===== src/jls_pkg.sv =====
// jls_pkg: shared types and constants of the Jacobi Laplace solver.
// No dependencies; used by the top level, jls_dp and jls_ctrl.
package jls_pkg;

  localparam int FUNC_W      = 2;
  localparam int IDX_W       = 12;
  localparam int IO_W        = 32;
  localparam int SWEEP_W     = 17;
  localparam int DIFF_W      = 31;
  localparam int PAIR_W      = 16;
  localparam int DIM_W       = 7;
  localparam int CFG_IDX_W   = 2;
  localparam int CFG_DATA_W  = 31;
  localparam int DIV_CNT_W   = $clog2(IDX_W);

  localparam logic [DIM_W-1:0]  COLS_RST  = 7'd64;
  localparam logic [DIM_W-1:0]  ROWS_RST  = 7'd64;
  localparam logic [DIFF_W-1:0] TOL_RST   = 31'd65;
  localparam logic [PAIR_W-1:0] PAIRS_RST = 16'hFFFF;
  localparam logic [DIFF_W-1:0] DIFF_SAT  = 31'h7FFF_FFFF;

  localparam logic [CFG_IDX_W-1:0] CFG_COLS  = 2'd0;
  localparam logic [CFG_IDX_W-1:0] CFG_ROWS  = 2'd1;
  localparam logic [CFG_IDX_W-1:0] CFG_TOL   = 2'd2;
  localparam logic [CFG_IDX_W-1:0] CFG_PAIRS = 2'd3;

  typedef enum logic [FUNC_W-1:0] {
    FUNC_LOAD  = 2'd0,
    FUNC_SOLVE = 2'd1,
    FUNC_READ  = 2'd2,
    FUNC_NOP   = 2'd3
  } func_t;

  // controller -> datapath
  typedef struct packed {
    logic cap;         // latch item, init divider, pair count, scan
    logic div_step;
    logic load_wr;
    logic sw_step;
    logic diff_step;
    logic scan_init;
    logic phase_flip;
    logic check;
    logic resp;        // load result payload
  } cmd_t;

  // datapath -> controller
  typedef struct packed {
    func_t func;
    logic  div_last;
    logic  sw_done;    // stencil of current cell complete this step
    logic  df_done;    // difference of current cell complete this step
    logic  last_cell;
    logic  phase;
    logic  finish;
  } sts_t;

endpackage


===== src/jls_ctrl.sv =====
// jls_ctrl: sequencing state machine and result valid of the solver.
// Depends on jls_pkg.
module jls_ctrl (
  input  logic          clk,
  input  logic          rst_n,
  input  logic          in_valid,
  output logic          in_ready,
  input  logic          out_ready,
  output logic          out_valid,
  input  jls_pkg::sts_t sts,
  output jls_pkg::cmd_t cmd
);
  typedef enum logic [7:0] {
    S_IDLE   = 8'b0000_0001,
    S_DIV    = 8'b0000_0010,
    S_LOAD   = 8'b0000_0100,
    S_RDADDR = 8'b0000_1000,
    S_SWEEP  = 8'b0001_0000,
    S_DIFF   = 8'b0010_0000,
    S_CHECK  = 8'b0100_0000,
    S_RESP   = 8'b1000_0000
  } state_t;

  state_t state_r, state_nxt;
  logic   out_valid_r, out_valid_nxt;

  always_comb begin
    state_nxt     = state_r;
    cmd           = '0;
    out_valid_nxt = out_valid_r && !out_ready;
    in_ready      = state_r == S_IDLE;
    case (state_r)
      S_IDLE: begin
        if (in_valid) begin
          cmd.cap = 1'b1;
          case (sts.func)
            jls_pkg::FUNC_LOAD:  state_nxt = S_DIV;
            jls_pkg::FUNC_SOLVE: state_nxt = S_SWEEP;
            jls_pkg::FUNC_READ:  state_nxt = S_RDADDR;
            default:             state_nxt = S_RESP;
          endcase
        end
      end
      S_DIV: begin
        cmd.div_step = 1'b1;
        if (sts.div_last) begin
          state_nxt = S_LOAD;
        end
      end
      S_LOAD: begin
        cmd.load_wr = 1'b1;
        state_nxt   = S_RESP;
      end
      S_RDADDR: begin
        state_nxt = S_RESP;
      end
      S_SWEEP: begin
        cmd.sw_step = 1'b1;
        if (sts.sw_done && sts.last_cell) begin
          cmd.scan_init  = 1'b1;
          cmd.phase_flip = 1'b1;
          if (sts.phase) begin
            state_nxt = S_DIFF;
          end
        end
      end
      S_DIFF: begin
        cmd.diff_step = 1'b1;
        if (sts.df_done && sts.last_cell) begin
          state_nxt = S_CHECK;
        end
      end
      S_CHECK: begin
        cmd.check = 1'b1;
        if (sts.finish) begin
          state_nxt = S_RESP;
        end else begin
          cmd.scan_init = 1'b1;
          state_nxt     = S_SWEEP;
        end
      end
      S_RESP: begin
        if (!out_valid_r || out_ready) begin
          cmd.resp      = 1'b1;
          out_valid_nxt = 1'b1;
          state_nxt     = S_IDLE;
        end
      end
      default: state_nxt = S_IDLE;
    endcase
  end

  // func is taken straight from the port during the accept cycle
  always_ff @(posedge clk) begin
    if (!rst_n) begin
      state_r     <= S_IDLE;
      out_valid_r <= 1'b0;
    end else begin
      state_r     <= state_nxt;
      out_valid_r <= out_valid_nxt;
    end
  end

  assign out_valid = out_valid_r;
endmodule


===== config.mk =====
export PLATFORM = sky130hd
export DESIGN_NAME = jls_ctrl
export DESIGN_NICKNAME = d
export VERILOG_FILES = /design/src/jls_pkg.sv /design/src/jls_ctrl.sv
export SDC_FILE = /design/constraint.sdc
export NUM_CORES = 1
export LEC_CHECK = 0
export ABC_AREA = 1
export BUFFER_PORTS_ARGS = -buffer_cell sky130_fd_sc_hd__buf_2
export CAP_MARGIN = 20
export CORE_MARGIN = 5
export CORE_UTILIZATION = 49
export DETAILED_ROUTE_END_ITERATION = 10
export PLACE_DENSITY = 0.77
export REMOVE_ABC_BUFFERS = 1
export SYNTH_ARGS = -nofsm -noshare
export SYNTH_HDL_FRONTEND = slang
export SYNTH_SLANG_ARGS = --single-unit

===== constraint.sdc =====
create_clock -name clk -period 1.3 [get_ports clk]
set_clock_uncertainty 0.05 [all_clocks]
set_input_delay 0 -clock clk [delete_from_list [all_inputs] [get_ports clk]]
set_output_delay 0 -clock clk [all_outputs]
set_load 0.01 [all_outputs]

==> reports/qor.txt, run 1 <==
Synth Instances = 114
Area contributors post-synth = dfxtp_1 (24%), nand2_1 (13%), inv_1 (7.0%), nand3_2 (6.7%), nor2_2 (6.7%)
WHS = 0.04420 ns
CTS clk-pin slew, worst paths = 0.06 ns
Yosys top cell by area = dfxtp_1
DPL Wire Length = 1568 um
io pins = 23
first-pass GRT wire length = 3429 um
core area = 1471 um2
routability cong. = 0.8234
critical path endpoint category = output port
initial antenna violation count = 0
fin. max-slew vios = 0
Die Footprint = 2405 um2
Worst-Skew Late Latency = 0.26 ns
worst setup path class = flop to output port
Yosys reg bits = 9
H-tree depth = 1
antenna violation net count after detailed routing = 0
synthesized area per cell = 6.552 um2
Ant. Diodes = 0
Starting Density = 50.77%
leading cell type in the layout, fill and taps excluded = nand2_1
First-pass DRT Iterations = 4
drt wl/cell = 13.86 um
largest net degree at the start of global routing = 9
number of global-route vias before repair = 846
most frequent cells in the layout = nand2_1 (24), buf_2 (19), inv_1 (11)
GRT Overall Usage = 18.12%
CP Data Required Time = 1.25 ns
synth unique cells = 20
Site Rows = 14
post-synth top area share = 24.12%
Vias = 829
layout cells sized above 1 = 60.00%
register area share after synthesis = 24.12%
Max-Cap Viols = 0
post-layout minimum cycle time = 1.409 ns
cell area power density = 1640 nW/um2
final hold vios = 0
failing checks = setup timing
fin nets = 163
outcome = finished with violations
Max Clock Freq = 709.7 MHz
LEAKAGE = 0.6000 nW
DRT iter0 DRCs = 18
clk buf depth = 2
unrepaired setup endpoints after global routing = yes
worst hold path class = primary input to flop
Area Growth Syn to Fin = 49.58%
drt via density = 4.994
fin worst setup slack = -0.1090 ns
Synth Warn # = 0
Num CTS Buffers = 3
Die Height = 49.05 um
Worst VDD drop = 1.080 mV
Final Cycle Share = 108.4%
Slew headroom = 84.19%
final design utilization = 75.94%
synthesized area = 747.0 um2
crit-path max FO = 8
Root Buffer = clkbuf_4
CTS tree = built
Die X = 49.05 um
# port buffers = 22
crit start category = flop
GR Overflow Total = 0
final setup fails = 13
DR DRC count = 0
WL final = 2301 um
clock sink count = 9
Arr. time, crit path = 1.36 ns
worst-margin pin slew = 0.2363 ns
[metrics by stage]
| stage | power, mW | cells | setup WS [ns] | TNS (ns) | area [um2] |
|---|---|---|---|---|---|
| detailed placement | 1.281 | 153 | -0.01727 | -0.02928 | 884.6 |
| finish | 1.833 | 166 | -0.1090 | -0.5221 | 1117 |
| floorplan | 1.079 | 114 | 0.1149 | 0 | 747.0 |
| global route | 1.952 | 166 | -0.2037 | -1.519 | 1117 |
| CTS | 1.669 | 165 | -0.06179 | -0.1495 | 1042 |
| global placement | 1.254 | 153 | 0.01172 | 0 | 884.6 |
[worst paths after layout]
path,start,endpoint,slack (ns),cells past startpoint
hold / removal,sts[3],state_r[5]$_SDFFE_PN0P_,0.04,4
setup reg to reg,state_r[4]$_SDFFE_PN0P_,state_r[4]$_SDFFE_PN0P_,-0.09,10
hold reg to reg,state_r[7]$_SDFFE_PN0P_,state_r[7]$_SDFFE_PN0P_,0.47,2
setup / recovery,state_r[1]$_SDFFE_PN0P_,cmd[4],-0.11,6
[worst max-delay path: stages, from the launching register on]
cell,delay (ns)
dfxtp_2,0.34
inv_2,0.07
nand2_4,0.07
nor2_8,0.20
nand2_1,0.14
inv_1,0.13
buf_2,0.14
[state kept, by name, indices dropped and copies added, names as in the netlist]
signal,count
state_r,8
out_valid,1
[synth_stat cells]
cell type  instances
a21oi_1            3
inv_1             14
nand3_1            7
nor2_2             8
nand3b_2           1
nand3_2            5
nand2_8            1
nand3b_1           1
nor2_1            13
nand2_1           26
nand2_4            3
nor3_1             2
dfxtp_1            9
o21ai_0            1
nand2_2            4
o21ai_1            2
inv_2             10
nand4_1            1
nor2_8             2
nor2_4             1
[repair_timing]
| item | in CTS | in global routing |
|---|---|---|
| hold endpoints to repair | 7 | 0 |
| buffers inserted | 4 | 1 |
| pin swaps | 6 | 4 |
| hold buffers | 4 | 0 |
| endpoints found under the setup margin | 11 | 18 |
| gates resized for setup | 19 | 21 |
[cell families (layout without fill, tap and decap cells)]
kind of cell,Yosys count,count (layout),share of synthesized area [%]
flops,9,9,24.12
compound gates,6,6,4.019
buf+inv,24,60,12.06
simple gates,75,75,59.80
[routing by layer]
metal  GRT usage, %  vias to the layer above  wire length [um]
met3          5.505                        4               145
li1               -                      421                 -
met4          9.417                        0                34
met2          31.09                       32              1223
met5              0                        -                 0
met1          19.71                      372               899
[power by group]
| part | internal [mW] | switching, mW | total [mW] |
|---|---|---|---|
| Sequential | 0.338 | 0.0493 | 0.387 |
| Combinational | 0.476 | 0.749 | 1.23 |
| Clock | 0.119 | 0.102 | 0.220 |
| Total | 0.932 | 0.900 | 1.83 |
[final cells by class]
type                       count  area [um2]
multi-input combinational     81       559.3
inverter                      24       97.59
tap                           16       20.02
timing repair buffer          32       221.5
sequential                     9       192.7
fill                         107       354.1
clock buffer                   4       26.28
(Power assumes the default switching activity.)
==> run 2: changes to the inputs <==
- SETUP_SLACK_MARGIN: default -> 0.1
==> reports/qor.txt, run 2 (synthesized netlist as in run 1, its figures left out) <==
Max-Cap Viols = 0 (unchanged)
Slew headroom = 84.62% (+0.43 points)
CP Data Required Time = 1.25 ns (about the same)
Site Rows = 14 (unchanged)
worst path buffer plus inverter count = 2 (-1)
outcome = finished with violations
instance count on the critical path = 6 (unchanged)
Vias = 833 (+0.48%)
Die X = 49.05 um (unchanged)
dpl cells = 153 (unchanged)
DR DRC count = 0 (unchanged)
fin worst setup slack = -0.09694 ns (+0.01207 ns)
first-pass GRT wire length = 3808 um (+11%)
WL final = 2228 um (-3.2%)
register area = 192.7 um2 (unchanged)
antenna violation net count after detailed routing = 0 (unchanged)
Finished Layout Cells = 166 (unchanged)
clk buf depth = 2 (unchanged)
WHS = -0.003538 ns (-0.04773 ns)
Starting Density = 50.77% (unchanged)
crit-path max FO = 8 (unchanged)
First-pass DRT Iterations = 4 (unchanged)
DRT iter0 DRCs = 20 (+2)
CP max-delay cell = dfxtp_2
unrepaired setup endpoints after global routing = yes
multi-input logic area = 569.3 um2 (+1.8%)
failing checks = hold timing, setup timing
fin nets = 163 (unchanged)
Worst-Skew Late Latency = 0.26 ns (about the same)
CTS tree = built
drt wl/cell = 13.42 um (-3.2%)
CTS clk-pin slew, worst paths = 0.06 ns (about the same)
top cell family by delay on the critical path = simple AND/OR/NAND/NOR gates
sum of negative setup slack = -0.5398 ns (-0.01768 ns)
io pins = 23 (unchanged)
largest net degree at the start of global routing = 9 (unchanged)
core area = 1471 um2 (unchanged)
CP max stage delay = 0.34 ns (about the same)
hold path depth = 4 (unchanged)
critical-path cell list = inv_2, nand2_4, nor2_8, nand3b_1, o21ai_1, buf_2
leading cell type in the layout, fill and taps excluded = nand2_1
Final Cycle Share = 107.5% (-0.93 points)
Worst Reg-to-Reg Cells = 10 (unchanged)
Area Growth Syn to Fin = 49.41%
Num CTS Buffers = 3 (unchanged)
Die Footprint = 2405 um2 (unchanged)
layout cells sized above 1 = 58.00% (-2.0 points)
r2r setup slk = -0.06 ns (+0.03 ns)
cell area power density = 1640 nW/um2 (about the same)
fillers = 103 (-3.7%)
clock sink count = 9 (unchanged)
Ant. Diodes = 0 (unchanged)
Tot Pwr = 1.831 mW (-0.11%)
drt via density = 5.018 (+0.48%)
fin. max-slew vios = 0 (unchanged)
# port buffers = 22 (unchanged)
LEAKAGE = 0.6060 nW (+1.0%)
number of global-route vias before repair = 886 (+4.7%)
most frequent cells in the layout = nand2_1 (23), buf_2 (20), inv_1 (12)
final setup fails = 12 (-1)
post-layout minimum cycle time = 1.397 ns (-0.01207 ns)
Arr. time, crit path = 1.35 ns (about the same)
routability cong. = 0.8234 (unchanged)
final hold vios = 1 (+1)
GRT Overall Usage = 20.26% (+2.1 points)
initial antenna violation count = 0 (unchanged)
Worst VDD drop = 1.128 mV (+4.5%)
Root Buffer = clkbuf_4
Largest register FFs = 8 (unchanged)
worst setup path class = flop to output port
worst hold path class = primary input to flop
Max Clock Freq = 715.9 MHz (+0.86%)
Die Height = 49.05 um (unchanged)
critical path endpoint category = output port
GR Overflow Total = 0 (unchanged)
crit start category = flop
H-tree depth = 1 (unchanged)
DPL Wire Length = 1568 um (unchanged)
worst-margin pin slew = 0.2299 ns (-0.006368 ns)
Top reg by flops = state_r
## run 2: final cells by class
type                            count  share of cell area, %
Tap cell                           16                  1.794
Multi-Input combinational cell     81                  51.01
Sequential cell                     9                  17.26
Inverter                           24                  8.520
Timing Repair Buffer               32                  19.06
Clock buffer                        4                  2.354
## run 2: final timing paths
check                                  to               startpoint
setup / recovery                   cmd[3]  state_r[1]$_SDFFE_PN0P_
hold / removal       out_valid$_SDFF_PN0_                out_ready
hold reg to reg   state_r[1]$_SDFFE_PN0P_  state_r[1]$_SDFFE_PN0P_
setup reg to reg  state_r[4]$_SDFFE_PN0P_  state_r[7]$_SDFFE_PN0P_
## run 2: metal layers
metal	track usage (%)	up-vias	routed length (um)
met1	23.25	369	891
met5	0	-	0
met3	6.116	8	120
met4	9.417	0	78
li1	-	421	-
met2	33.91	35	1137
## run 2: timing repair
item / CTS / global route
pin swaps: 10 / 2
hold buffers: 3 / 0
gates resized for setup: 32 / 5
hold endpoints to repair: 7 / 0
buffers inserted: 5 / 1
setup endpoints to repair: 18 / 18
## run 2: worst min-delay path: cells and delay by family
family,cells,cell delay [ns]
AOI/OAI and AO/OA,1,0.06
buffers and inverters,2,0.12
and+or+nand+nor,1,0.06
## run 2: where the power goes
part	switching [mW]	internal, mW
combinational	0.755	0.483
clock	0.0957	0.118
sequential	0.0414	0.337
## run 2: stage by stage
step | utilization [%] | setup WS, ns | instance area, um2
after floorplan | - | 0.1149 | 747.0
after global placement | 60.12 | 0.01172 | 884.6
after detailed placement | 60.12 | -0.01727 | 884.6
after CTS | 73.89 | -0.06179 | 1087
after global routing | 75.85 | -0.1587 | 1116
final | 75.85 | -0.09694 | 1116
==> run 3: changes to the inputs <==
- RECOVER_POWER: default -> 25
==> reports/qor.txt, run 3 (synthesized netlist as in run 1, its figures left out) <==
outcome = finished with violations
failing checks = hold timing, setup timing
post-layout minimum cycle time = 1.397 ns (unchanged)
drt via density = 5.018 (unchanged)
clk buf depth = 2 (unchanged)
worst-margin pin slew = 0.2299 ns (+0.000002146 ns)
cell area power density = 1642 nW/um2 (about the same)
sum of negative setup slack = -0.5398 ns (+0.00002300 ns)
Worst-Skew Late Latency = 0.26 ns (about the same)
Top reg by flops = state_r
Final Cycle Share = 107.5% (unchanged)
Cell Area, Placed = 884.6 um2 (unchanged)
Area Growth Syn to Fin = 49.25%
Num CTS Buffers = 3 (unchanged)
final setup fails = 12 (unchanged)
drt wl/cell = 13.43 um (about the same)
Worst setup startpoint = state_r[1]$_SDFFE_PN0P_
worst hold path class = primary input to flop
fin. max-slew vios = 0 (unchanged)
fin nets = 163 (unchanged)
Starting Density = 50.77% (unchanged)
Vias = 833 (unchanged)
GRT Overall Usage = 20.26% (unchanged)
CTS tree = built
critical path endpoint category = output port
final hold vios = 1 (unchanged)
Slew headroom = 84.62% (about the same)
crit-path max FO = 8 (unchanged)
crit path to = cmd[3]
Max Clock Freq = 715.9 MHz (unchanged)
# port buffers = 22 (unchanged)
Max-Cap Viols = 0 (unchanged)
DPL Wire Length = 1568 um (unchanged)
DRT iter0 DRCs = 20 (unchanged)
Die X = 49.05 um (unchanged)
Worst VDD drop = 1.127 mV (about the same)
leading cell type in the layout, fill and taps excluded = nand2_1
HP Start = out_ready
worst r2r dst = state_r[4]$_SDFFE_PN0P_
GR Overflow Total = 0 (unchanged)
Worst Reg-to-Reg Cells = 10 (unchanged)
most frequent cells in the layout = nand2_1 (23), buf_2 (19), inv_1 (12)
r2r setup slk = -0.06 ns (about the same)
First-pass DRT Iterations = 4 (unchanged)
Site Rows = 14 (unchanged)
cell area after layout = 1115 um2 (-0.11%)
fin worst setup slack = -0.09694 ns (unchanged)
unrepaired setup endpoints after global routing = yes
crit start category = flop
first-pass GRT wire length = 3808 um (unchanged)
antenna violation net count after detailed routing = 0 (unchanged)
routability cong. = 0.8234 (unchanged)
H-tree depth = 1 (unchanged)
largest net degree at the start of global routing = 9 (unchanged)
layout cells sized above 1 = 57.33% (-0.67 points)
Ant. Diodes = 0 (unchanged)
LEAKAGE = 0.6017 nW (-0.72%)
core area = 1471 um2 (unchanged)
Largest register FFs = 8 (unchanged)
clock sink count = 9 (unchanged)
WL final = 2229 um (about the same)
Root Buffer = clkbuf_4
reg-to-reg startpoint = state_r[7]$_SDFFE_PN0P_
Die Height = 49.05 um (unchanged)
CTS clk-pin slew, worst paths = 0.06 ns (about the same)
Die Footprint = 2405 um2 (unchanged)
initial antenna violation count = 0 (unchanged)
CP Data Required Time = 1.25 ns (about the same)
Arr. time, crit path = 1.35 ns (about the same)
worst setup path class = flop to output port
io pins = 23 (unchanged)
WHS = -0.003536 ns (+0.000001860 ns)
DR DRC count = 0 (unchanged)
number of global-route vias before repair = 886 (unchanged)
## run 3: changes by cell type in the layout (fill, tap and decap cells not counted)
| cell | change |
|---|---|
| buf_2 | -1 |
| clkbuf_1 | +1 |
## run 3: routing by layer
layer	part of all wire, %	vias to the layer above	GRT usage (%)
met5	0	-	0
met4	3.5	0	9.417
met3	5.4	8	6.116
met2	51	35	33.91
met1	40	369	23.25
li1	-	421	-
## run 3: power by group
group | total, mW | internal (mW) | switching, mW
clock network | 0.214 | 0.118 | 0.0957
registers | 0.379 | 0.337 | 0.0415
logic | 1.24 | 0.482 | 0.755
total | 1.83 | 0.938 | 0.892
## run 3: worst min-delay path by stage
| stage | to | slack (ns) | cells past startpoint |
|---|---|---|---|
| floorplan | state_r[0]$_SDFFE_PN1P_ | 0.03 | 1 |
| global placement | state_r[0]$_SDFFE_PN1P_ | 0.21 | 2 |
| detailed placement | state_r[0]$_SDFFE_PN1P_ | 0.21 | 2 |
| CTS | out_valid$_SDFF_PN0_ | -0.01 | 4 |
| global route | out_valid$_SDFF_PN0_ | 0.02 | 4 |
| finish | out_valid$_SDFF_PN0_ | -0.004 | 4 |
## run 3: worst max-delay path, stage by stage, from the launching register on
cell and delay [ns]:
dfxtp_2 0.34, inv_2 0.07, nand2_4 0.07, nor2_8 0.21, nand3b_1 0.15, o21ai_1 0.10, buf_2 0.14
## run 3: final cells by class
type	instances	area (um2)
tap	16	20.02
timing repair buffer	32	211.5
sequential	9	192.7
multi-input combinational	81	569.3
inverter	24	95.09
fill	104	356.6
clock buffer	4	26.28
## run 3: what timing repair did
| item | 4_1_cts | 5_1_grt |
|---|---|---|
| hold buffers | 3 | 0 |
| endpoints found under the setup margin | 18 | 18 |
| buffers inserted | 5 | 1 |
| resized for setup | 32 | 5 |
| pin swaps | 10 | 2 |
| endpoints found under the hold margin | 7 | 0 |
## run 3: through the flow
| step | total power [mW] | setup slack [ns] | hold WS, ns | std cells | util (%) |
|---|---|---|---|---|---|
| 2_1_floorplan | 1.079 | 0.1149 | 0.03421 | 114 | - |
| 3_3_place_gp | 1.254 | 0.01172 | 0.2128 | 153 | 60.12 |
| 3_5_place_dp | 1.281 | -0.01727 | 0.2085 | 153 | 60.12 |
| 4_1_cts | 1.775 | -0.06179 | -0.01339 | 165 | 73.89 |
| 5_1_grt | 1.964 | -0.1587 | 0.01696 | 166 | 75.77 |
| 6_report | 1.830 | -0.09694 | -0.003536 | 166 | 75.77 |
